File: config.mk
export PLATFORM = sky130hd
export DESIGN_NAME = bbr_cell
export DESIGN_NICKNAME = d
export VERILOG_FILES = /design/src/rtl/bbr_pkg.sv /design/src/rtl/bbr_cell.sv
export SDC_FILE = /design/constraint.sdc
export NUM_CORES = 1
export LEC_CHECK = 0
export ABC_CLOCK_PERIOD_IN_PS = 2700
export BUFFER_PORTS_ARGS = -buffer_cell sky130_fd_sc_hd__buf_4
export CORE_UTILIZATION = 55
export CTS_BUF_LIST = sky130_fd_sc_hd__clkbuf_4
export CTS_CLUSTER_SIZE = 12
export DETAILED_ROUTE_END_ITERATION = 10
export PLACE_DENSITY = 0.86
export SKIP_CTS_REPAIR_TIMING = 1
export SYNTH_ARGS = -nofsm -noshare
export SYNTH_HDL_FRONTEND = slang
export SYNTH_SLANG_ARGS = --single-unit
File: constraint.sdc
create_clock -name clk -period 2.7 [get_ports clk]
set_clock_uncertainty 0.15 [all_clocks]
set_input_delay 0.135 -clock clk [delete_from_list [all_inputs] [get_ports clk]]
set_output_delay 0.135 -clock clk [all_outputs]
set_load 0.05 [all_outputs]
File: src/rtl/bbr_pkg.sv
package bbr_pkg;

	// store geometry
	localparam int BLOCK_DEPTH = 64;
	localparam int ADDR_W      = 32;
	localparam int CNT_W       = $clog2(BLOCK_DEPTH + 1);
	localparam int OCC_W       = 32;
	localparam int LEN_W       = 7;

	// stream widths
	localparam int IN_DATA_W  = 96;
	localparam int IN_USER_W  = 2;
	localparam int OUT_DATA_W = 112;

	// search token that walks down the cell row
	typedef struct packed {
		logic              active;
		logic [ADDR_W-1:0] addr;
		logic [CNT_W-1:0]  rem;
		logic              first;
		logic              hit;
		logic              head_hit;
		logic              placed;
	} token_t;

	// one result before packing
	typedef struct packed {
		logic              appended;
		logic              revisited;
		logic              overflow;
		logic              closed;
		logic [OCC_W-1:0]  occ;
		logic [LEN_W-1:0]  len;
		logic [ADDR_W-1:0] true_tgt;
		logic [ADDR_W-1:0] false_tgt;
	} result_t;

	typedef enum logic [2:0] {
		ST_IDLE   = 3'b001,
		ST_SEARCH = 3'b010,
		ST_FINISH = 3'b100
	} state_t;

endpackage

File: src/rtl/bbr_cell.sv
module bbr_cell (
	input  logic            clk,
	input  logic            arst_n,
	input  bbr_pkg::token_t tok_in,
	output bbr_pkg::token_t tok_out
);

	logic [bbr_pkg::ADDR_W-1:0] addr_q;
	bbr_pkg::token_t            tok_q;
	bbr_pkg::token_t            tok_nx;
	logic                       valid;
	logic                       hit;
	logic                       wr;

	// entry holds an address while the token still has entries to visit
	assign valid = (tok_in.rem != '0);
	assign hit   = tok_in.active && valid && (addr_q == tok_in.addr);
	// first free entry takes the address when nothing earlier matched
	assign wr    = tok_in.active && !valid && !tok_in.hit && !tok_in.placed;

	// stored address
	always_ff @(posedge clk) begin
		if (wr) begin
			addr_q <= tok_in.addr;
		end
	end

	// token as seen by the next cell
	always_comb begin
		tok_nx          = tok_in;
		tok_nx.rem      = valid ? tok_in.rem - bbr_pkg::CNT_W'(1) : tok_in.rem;
		tok_nx.first    = 1'b0;
		tok_nx.hit      = tok_in.hit | hit;
		tok_nx.head_hit = tok_in.head_hit | (hit & tok_in.first);
		tok_nx.placed   = tok_in.placed | wr;
	end

	// hand the token on to the next cell
	always_ff @(posedge clk or negedge arst_n) begin
		if (!arst_n) begin
			tok_q <= '0;
		end else begin
			tok_q <= tok_nx;
		end
	end

	assign tok_out = tok_q;

endmodule

Word level (Yosys, flattened, before mapping):

Index checks and enable logic that the tools add are counted.
W data, S select, Z words.

* bits in registers: 75
* output and inout port bits: 44
* input bits: 46
* logic and storage cells: 23

* $add $sub $neg: 1
* multiplexer cells: 1
* bitwise gates (word level): 4
* reduce and logical (&&, ||, !) cells: 9
* equality and inequality tests: 1

Operators by type and width (number)
* $eq A32 B32 Y1: 1
* $mux W7: 1
* $reduce_bool A7 Y1: 1
* $sub A7 B1 Y7 const B: 1
* $logic_and A1 B1 Y1: 5
* $logic_not A1 Y1: 3
* $or A1 B1 Y1: 3
* $and A1 B1 Y1: 1

Logic depth before layout (Yosys ltp):

Gate-level depths: netlist (run 1).

* depth in word-level cells: 6
* depth in mapped cells: 6
* depth with buffers taken out: 6

Worst setup path before layout (run 1):

OpenSTA, ideal clock, no wires.

* kind: input to register
* start point: in tok_in[8] (netlist bit)
* end point: reg addr_q[0] (netlist bit), enable pin
* library setup time: 0.421 ns
* path buffers: 0
* arrival: 2.442 ns
* slack: -0.313 ns
* stages on the path: 4
* data required time: 2.129 ns
* path through: or3_4 > nor4b_4 > nand3b_1 > nor2_1

* longest elaborated chain between the ends: 5

RTL lines
* start, declared: RTL line bbr_cell.sv:4 `input bbr_pkg::token_t tok_in,`
* $reduce_bool A7 Y1: RTL line bbr_cell.sv:16 `assign valid = (tok_in.rem != '0);`
* $logic_not A1 Y1: RTL line bbr_cell.sv:19 `assign wr = tok_in.active && !valid && !tok_in.hit && !tok_in.placed;`
* $logic_and A1 B1 Y1 (3 in series): RTL line bbr_cell.sv:19
* via wr: RTL line bbr_cell.sv:13 `logic wr;`
* end signal, assigned: RTL line bbr_cell.sv:24 `addr_q <= tok_in.addr;`
* end, declared: RTL line bbr_cell.sv:8 `logic [bbr_pkg::ADDR_W-1:0] addr_q;`

The timed path passes the listed nets, and every way through them passes these cells.
A chain may end at the register's enable or synchronous reset.

==> out/results.ini, run 1 <==
[timing]
hold_violations_final=0
slew_headroom=0.624
final.period_utilization=0.899
final_period_minus_worst_setup_slack_ns=2.43
setup-violations-final=0
grt_setup_unrepaired=no
final_critical_path_setup_slack_ns=0.273
achievable-frequency_mhz=412
timing.setup.tns_ns=0
drv_slew=0
max_slew.worst_pin.slew_ns=0.563

[run_status]
status=finished clean

[route]
remaining_drc_errors=0
drt-initial-drc-count=192
dr_total_vias=1907
vias_per_cell=5.14
routed_wire_length_per_instance_um=18.2
ant_nets=0
drt_first_pass_iters=4
wirelength_um=6760

[clock_network]
clock_tree.buffer_depth=2
tritoncts_clock_tree=yes
numClockSinks=75
cts_buffers=9
clkLatencyLatePin_ns=0.40
clockRootBuffer=sky130_fd_sc_hd__clkbuf_4
htreeDepth=3
clock_transition_at_the_registers_of_the_reported_paths_ns=0.12

[place]
globalplace.congestion=0.732
detailedPlace.worstSlack_ns=0.734
post-dp-hpwl_um=3770
placedInstanceArea_mm2=0.00340
port_buffers=88

[worst_setup_path]
critical_path.startpoint_type=input port
worstSetupPathDepth=10
worst-setup-path-type=in -> reg
crit_path_arrival_time_ns=2.62
worst-r2r-cell-count=6
critical_path_buf_inv_count=5
critical_path_peak_fanout=7
required_ns=2.89
regToRegSetupSlack_ns=0.35
cp_cell_sequence=dlygate4sd3_1 -> buf_4 -> inv_1 -> ha_1 -> nor4b_4 -> buf_4 -> nor4_1 -> nand4_1 -> o21bai_1 -> dlygate4sd3_1
max_stage_delay_ns=0.56
worst_setup_path_end_kind=flop
cpLargestDelayFamily=buffers and inverters
worst_path_max_delay_cell=sky130_fd_sc_hd__dlygate4sd3_1

[worst_hold_path]
hp-class=in -> async

[power]
net-switching-power_mw=0.613
power.switching_fraction=0.265
powerDensity_mw_per_mm2=574
vdd_ir_drop_max_uv=469
clkPwrFrac=0.293
power.combinational.fraction=0.171
share_of_power_burned_in_registers=0.536
total_power_mw=2.31
p_leak_nw=1.75
int_pwr_mw=1.70

[floorplan]
die-area_mm2=0.00510
fp.dieW_um=71.4
boundaryPins=90
core_area_mm2=0.00450
start_util=0.589
floorplan.rows=24
die_height_um=71.4

[synthesis]
synth.top_cell.area_share=0.406
synth-async-reset-ratio=0.573
postSynth.topFlopCell=sky130_fd_sc_hd__dfrtp_1
ys_seq_elements=75
synth_fp_nets=212
netlist-cell-type-count=29
syn_area_mm2=0.00265
post_synthesis_sequential_area_ratio=0.768
post_synth_inst_count=164
yosys-top-cells-area=sky130_fd_sc_hd__dfrtp_1 41%, sky130_fd_sc_hd__edfxtp_1 36%, sky130_fd_sc_hd__xnor2_1 6.9%
yosysWarnings=0
post_synthesis_area_per_instance_um2=16.2
synth_enable_flop_cells=32
yosys.area.top_type=sky130_fd_sc_hd__dfrtp_1

[run]
drv.max_cap_violation_count=0

[finish]
antennaDiodeCount=0
number_of_filler_cells_placed_in_the_layout=180
finish.net_count=362
mostFrequentLayoutCell=sky130_fd_sc_hd__buf_4
final_util=0.893
layout.cells.most_common_list=91 x sky130_fd_sc_hd__buf_4, 49 x sky130_fd_sc_hd__dlygate4sd3_1, 43 x sky130_fd_sc_hd__dfrtp_1, 32 x sky130_fd_sc_hd__edfxtp_1, 21 x sky130_fd_sc_hd__xnor2_1
flow.area_growth_from_synthesis_pct=51.6
postLayoutCellArea_mm2=0.00402
post_route_cells_drive_above_1_share=0.342

[global_routing]
grt_pass1_vias=1630
grt.overflow.total=0
grt_pass1_wl_um=8100
grt_start_max_net_pins=44
antenna_found_initial=0
track_usage=0.225

## power by group through the flow
stage / logic (mW) / registers, mW / clock network (mW)
after floorplan: 0.0438 / 1.39 / 0
after global placement: 0.325 / 1.26 / 0
after detailed placement: 0.330 / 1.26 / 0
after CTS: 0.331 / 1.24 / 0.671
after global routing: 0.415 / 1.24 / 0.736
final: 0.396 / 1.24 / 0.675
## cell type report
type	instances	area, µm²	area share
sequential	75	2040	0.507
timing repair buffer	140	1170	0.292
multi-input combinational	75	562	0.140
clock buffer	12	90.1	0.0224
tap	52	65.1	0.0162
inverter	13	48.8	0.0121
clock inverter	4	43.8	0.0109
## flip-flops by register name, summed over array words and instances, names as in the netlist
signal and count:
addr_q 32, tok_out 43
## cell families after synthesis
logic type / Yosys count / synth area share
mux: 1 / 0.00377
buf+inv: 14 / 0.0212
other cells: 1 / 0.00141
flops: 75 / 0.768
simple gates: 34 / 0.0797
fa+ha+maj: 2 / 0.00943
compound gates: 11 / 0.0307
xor+xnor: 26 / 0.0858
## stage by stage
step,hold slack (ns),std cells
2_1_floorplan,-0.311,164
3_3_place_gp,-0.00376,306
3_5_place_dp,0.00963,306
4_1_cts,-0.442,322
6_report,0.107,371
5_1_grt,0.119,371
## cell usage after synthesis, types with 2 or more instances
master                     number
sky130_fd_sc_hd__dfrtp_1       43
sky130_fd_sc_hd__edfxtp_1      32
sky130_fd_sc_hd__ha_1           2
sky130_fd_sc_hd__inv_1         13
sky130_fd_sc_hd__nand2b_1       4
sky130_fd_sc_hd__nand3_1        3
sky130_fd_sc_hd__nand4_1        4
sky130_fd_sc_hd__nor2_1         7
sky130_fd_sc_hd__nor2b_1        4
sky130_fd_sc_hd__nor3_1         3
sky130_fd_sc_hd__nor4_1         4
sky130_fd_sc_hd__o221ai_1       2
sky130_fd_sc_hd__o22ai_1        3
sky130_fd_sc_hd__xnor2_1       21
sky130_fd_sc_hd__xor2_1         5
## final timing paths
path / startpoint / endpoint
setup reg to reg: addr_q[21]$_DFFE_PP_ / tok_out[1]$_DFF_PN0_
hold / removal: arst_n / tok_out[35]$_DFF_PN0_
min in group clk: tok_in[11] / tok_out[11]$_DFF_PN0_
hold reg to reg: addr_q[12]$_DFFE_PP_ / tok_out[2]$_DFF_PN0_
max in group asynchronous: arst_n / tok_out[26]$_DFF_PN0_
setup / recovery: tok_in[4] / tok_out[1]$_DFF_PN0_
## per-layer routing
layer / GRT usage / wire, µm
met5: 0 / 0
met4: 0.133 / 176
met3: 0.0520 / 399
met2: 0.351 / 3530
met1: 0.292 / 2660
Power figures use the tool's default switching activity.
==> run 2: changes to the inputs <==
Settings changed: GPL_TIMING_DRIVEN set to 0.
==> run 2 against run 1 <==
Flip-flop and latch count did not move. Register-to-register slack lost 0.15 ns. Final cell count up 0.27%. Clock power decreased by 14%. Design area shrank 0.12%. Die area is the same. Total power down 4.0%. Largest cell class unchanged. Largest power group unchanged.
==> out/results.ini, run 2 (synthesis gave the netlist of run 1 again) <==
[timing]
achievable-frequency_mhz=382  ; -7.3%
final_period_minus_worst_setup_slack_ns=2.62  ; +0.192 ns
final_critical_path_setup_slack_ns=0.0807  ; -0.192 ns
hold_violations_final=0  ; unchanged
setup-violations-final=0  ; unchanged
drv_slew=0  ; unchanged
final.hold.worst_slack_ns=0.0254  ; -0.0817 ns
max_slew.worst_pin.slew_ns=0.938  ; +0.375 ns
final.period_utilization=0.970  ; +0.0711
slew_headroom=0.373  ; -0.251

[global_routing]
grt.busiest_layer=met2
antenna_found_initial=0  ; unchanged
grt_pass1_vias=1704  ; +4.5%
grt_pass1_wl_um=8120  ; +0.26%
grt.overflow.total=0  ; unchanged
grt_use_met1=0.275  ; -0.0170
grt_start_max_net_pins=44  ; unchanged
global_route.usage.met2=0.351  ; unchanged
track_usage=0.222  ; -0.00250
groute.layer.met3.usage=0.0619  ; +0.00985

[power]
net-switching-power_mw=0.609  ; -0.57%
share_of_power_burned_in_registers=0.558  ; +0.022
int_pwr_mw=1.61  ; -5.2%
powerDensity_mw_per_mm2=552  ; -3.9%
power.switching_fraction=0.275  ; +0.00944
vdd_ir_drop_max_uv=405  ; -14%
power.combinational.fraction=0.181  ; +0.010
clkPwrFrac=0.261  ; -0.032
total_power_mw=2.22  ; -4.0%
p_leak_nw=1.74  ; -0.47%

[route]
wirelength_um=6390  ; -5.5%
drt-initial-drc-count=101  ; -47%
vias_per_cell=5.09  ; -0.90%
ant_nets=0  ; unchanged
routed_wire_length_per_instance_um=17.2  ; -5.8%
drt_first_pass_iters=4  ; unchanged
dr_total_vias=1895  ; -0.63%
remaining_drc_errors=0  ; unchanged

[floorplan]
boundaryPins=90  ; unchanged
fp.dieW_um=71.4  ; unchanged
start_util=0.589  ; unchanged
core_area_mm2=0.00450  ; unchanged
floorplan.rows=24  ; unchanged
die_height_um=71.4  ; unchanged
die-area_mm2=0.00510  ; unchanged

[worst_setup_path]
worst_setup_path_end_kind=flop
crit_path_arrival_time_ns=2.50  ; -0.12 ns
worst-r2r-cell-count=6  ; unchanged
critical_path_peak_fanout=32  ; +25
cp_cell_sequence=dlygate4sd3_1 -> buf_4 -> nor4b_4 -> nand3b_1 -> nor2_4
max_stage_delay_ns=0.76  ; +0.20 ns
worst-setup-path-type=in -> reg
required_ns=2.58  ; -0.31 ns
critical_path.startpoint_type=input port
worst_path_max_delay_cell=sky130_fd_sc_hd__nor2_4

[finish]
largest_register_ff_count=43  ; unchanged
finish.net_count=363  ; +0.28%
antennaDiodeCount=0  ; unchanged
flow.area_growth_from_synthesis_pct=51.4
post_route_cells_drive_above_1_share=0.334  ; -0.00732
layout.cells.most_common_list=89 x sky130_fd_sc_hd__buf_4, 52 x sky130_fd_sc_hd__dlygate4sd3_1, 43 x sky130_fd_sc_hd__dfrtp_1, 32 x sky130_fd_sc_hd__edfxtp_1, 21 x sky130_fd_sc_hd__xnor2_1
mostFrequentLayoutCell=sky130_fd_sc_hd__buf_4

[clock_network]
clock_tree.buffer_depth=2  ; unchanged
cts_buffers=9  ; unchanged
numClockSinks=75  ; unchanged
htreeDepth=3  ; unchanged
tritoncts_clock_tree=yes
clock_transition_at_the_registers_of_the_reported_paths_ns=0.10  ; -0.02 ns
clkLatencyLatePin_ns=0.40  ; about the same
clockRootBuffer=sky130_fd_sc_hd__clkbuf_4

[place]
detailedPlace.worstSlack_ns=-0.0828  ; -0.817 ns
globalplace.congestion=0.752  ; +2.7%
post-dp-hpwl_um=3590  ; -4.6%
port_buffers=88  ; unchanged

[worst_hold_path]
timing.hold.worst_path_depth=4
hp-class=in -> reg

[run]
drv.max_cap_violation_count=0  ; unchanged

[run_status]
status=finished clean

## run 2: cell types whose count changed in the layout (fill, tap and decap cells not counted), sizes merged
cell,before,now
dlygate4sd3,49,52
bufinv,1,0
buf,91,89
clkinv,3,4
## run 2: worst paths after layout
check	from	to	slack (ns)
max	tok_in[9]	addr_q[3]$_DFFE_PP_	0.08
min	tok_in[6]	tok_out[8]$_DFF_PN0_	0.03
max reg2reg	addr_q[11]$_DFFE_PP_	tok_out[1]$_DFF_PN0_	0.20
min reg2reg	addr_q[10]$_DFFE_PP_	tok_out[2]$_DFF_PN0_	0.63
max in group asynchronous	arst_n	tok_out[9]$_DFF_PN0_	1.91
min in group asynchronous	arst_n	tok_out[27]$_DFF_PN0_	0.11
## run 2: layout make-up
class	count	area [µm²]
sequential	75	2040
timing repair buffer	140	1180
multi-input combinational	75	567
fill	198	489
clock buffer	12	90.1
tap	52	65.1
inverter	13	48.8
clock inverter	4	18.8
buffer	1	7.51
## run 2: stage by stage
stage / utilization / instance area, µm² / instances / setup TNS [ns]
5_1_grt: 0.891 / 4020 / 372 / -1.66
4_1_cts: 0.776 / 3490 / 320 / 0
3_3_place_gp: 0.751 / 3380 / 304 / -13.79
2_1_floorplan: - / 2660 / 164 / 0
3_5_place_dp: 0.752 / 3390 / 304 / -2.61
6_report: 0.891 / 4020 / 372 / 0
## run 2: metal layers
layer	wire length, µm	vias to the layer above
met5	0	-
met4	159	0
met3	306	14
met2	3420	72
met1	2500	938
li1	-	871
## run 2: power by group through the flow
stage / Sequential (mW) / Combinational, mW / Clock (mW)
floorplan: 1.39 / 0.0438 / 0
global placement: 1.26 / 0.323 / 0
detailed placement: 1.26 / 0.331 / 0
CTS: 1.24 / 0.331 / 0.581
global route: 1.24 / 0.422 / 0.631
finish: 1.24 / 0.401 / 0.579
## run 2: worst max-delay path, delay by kind of cell
kind	cells	cell delay, ns
AND/OR/NAND/NOR	3	1.65
buffers and inverters	2	0.70
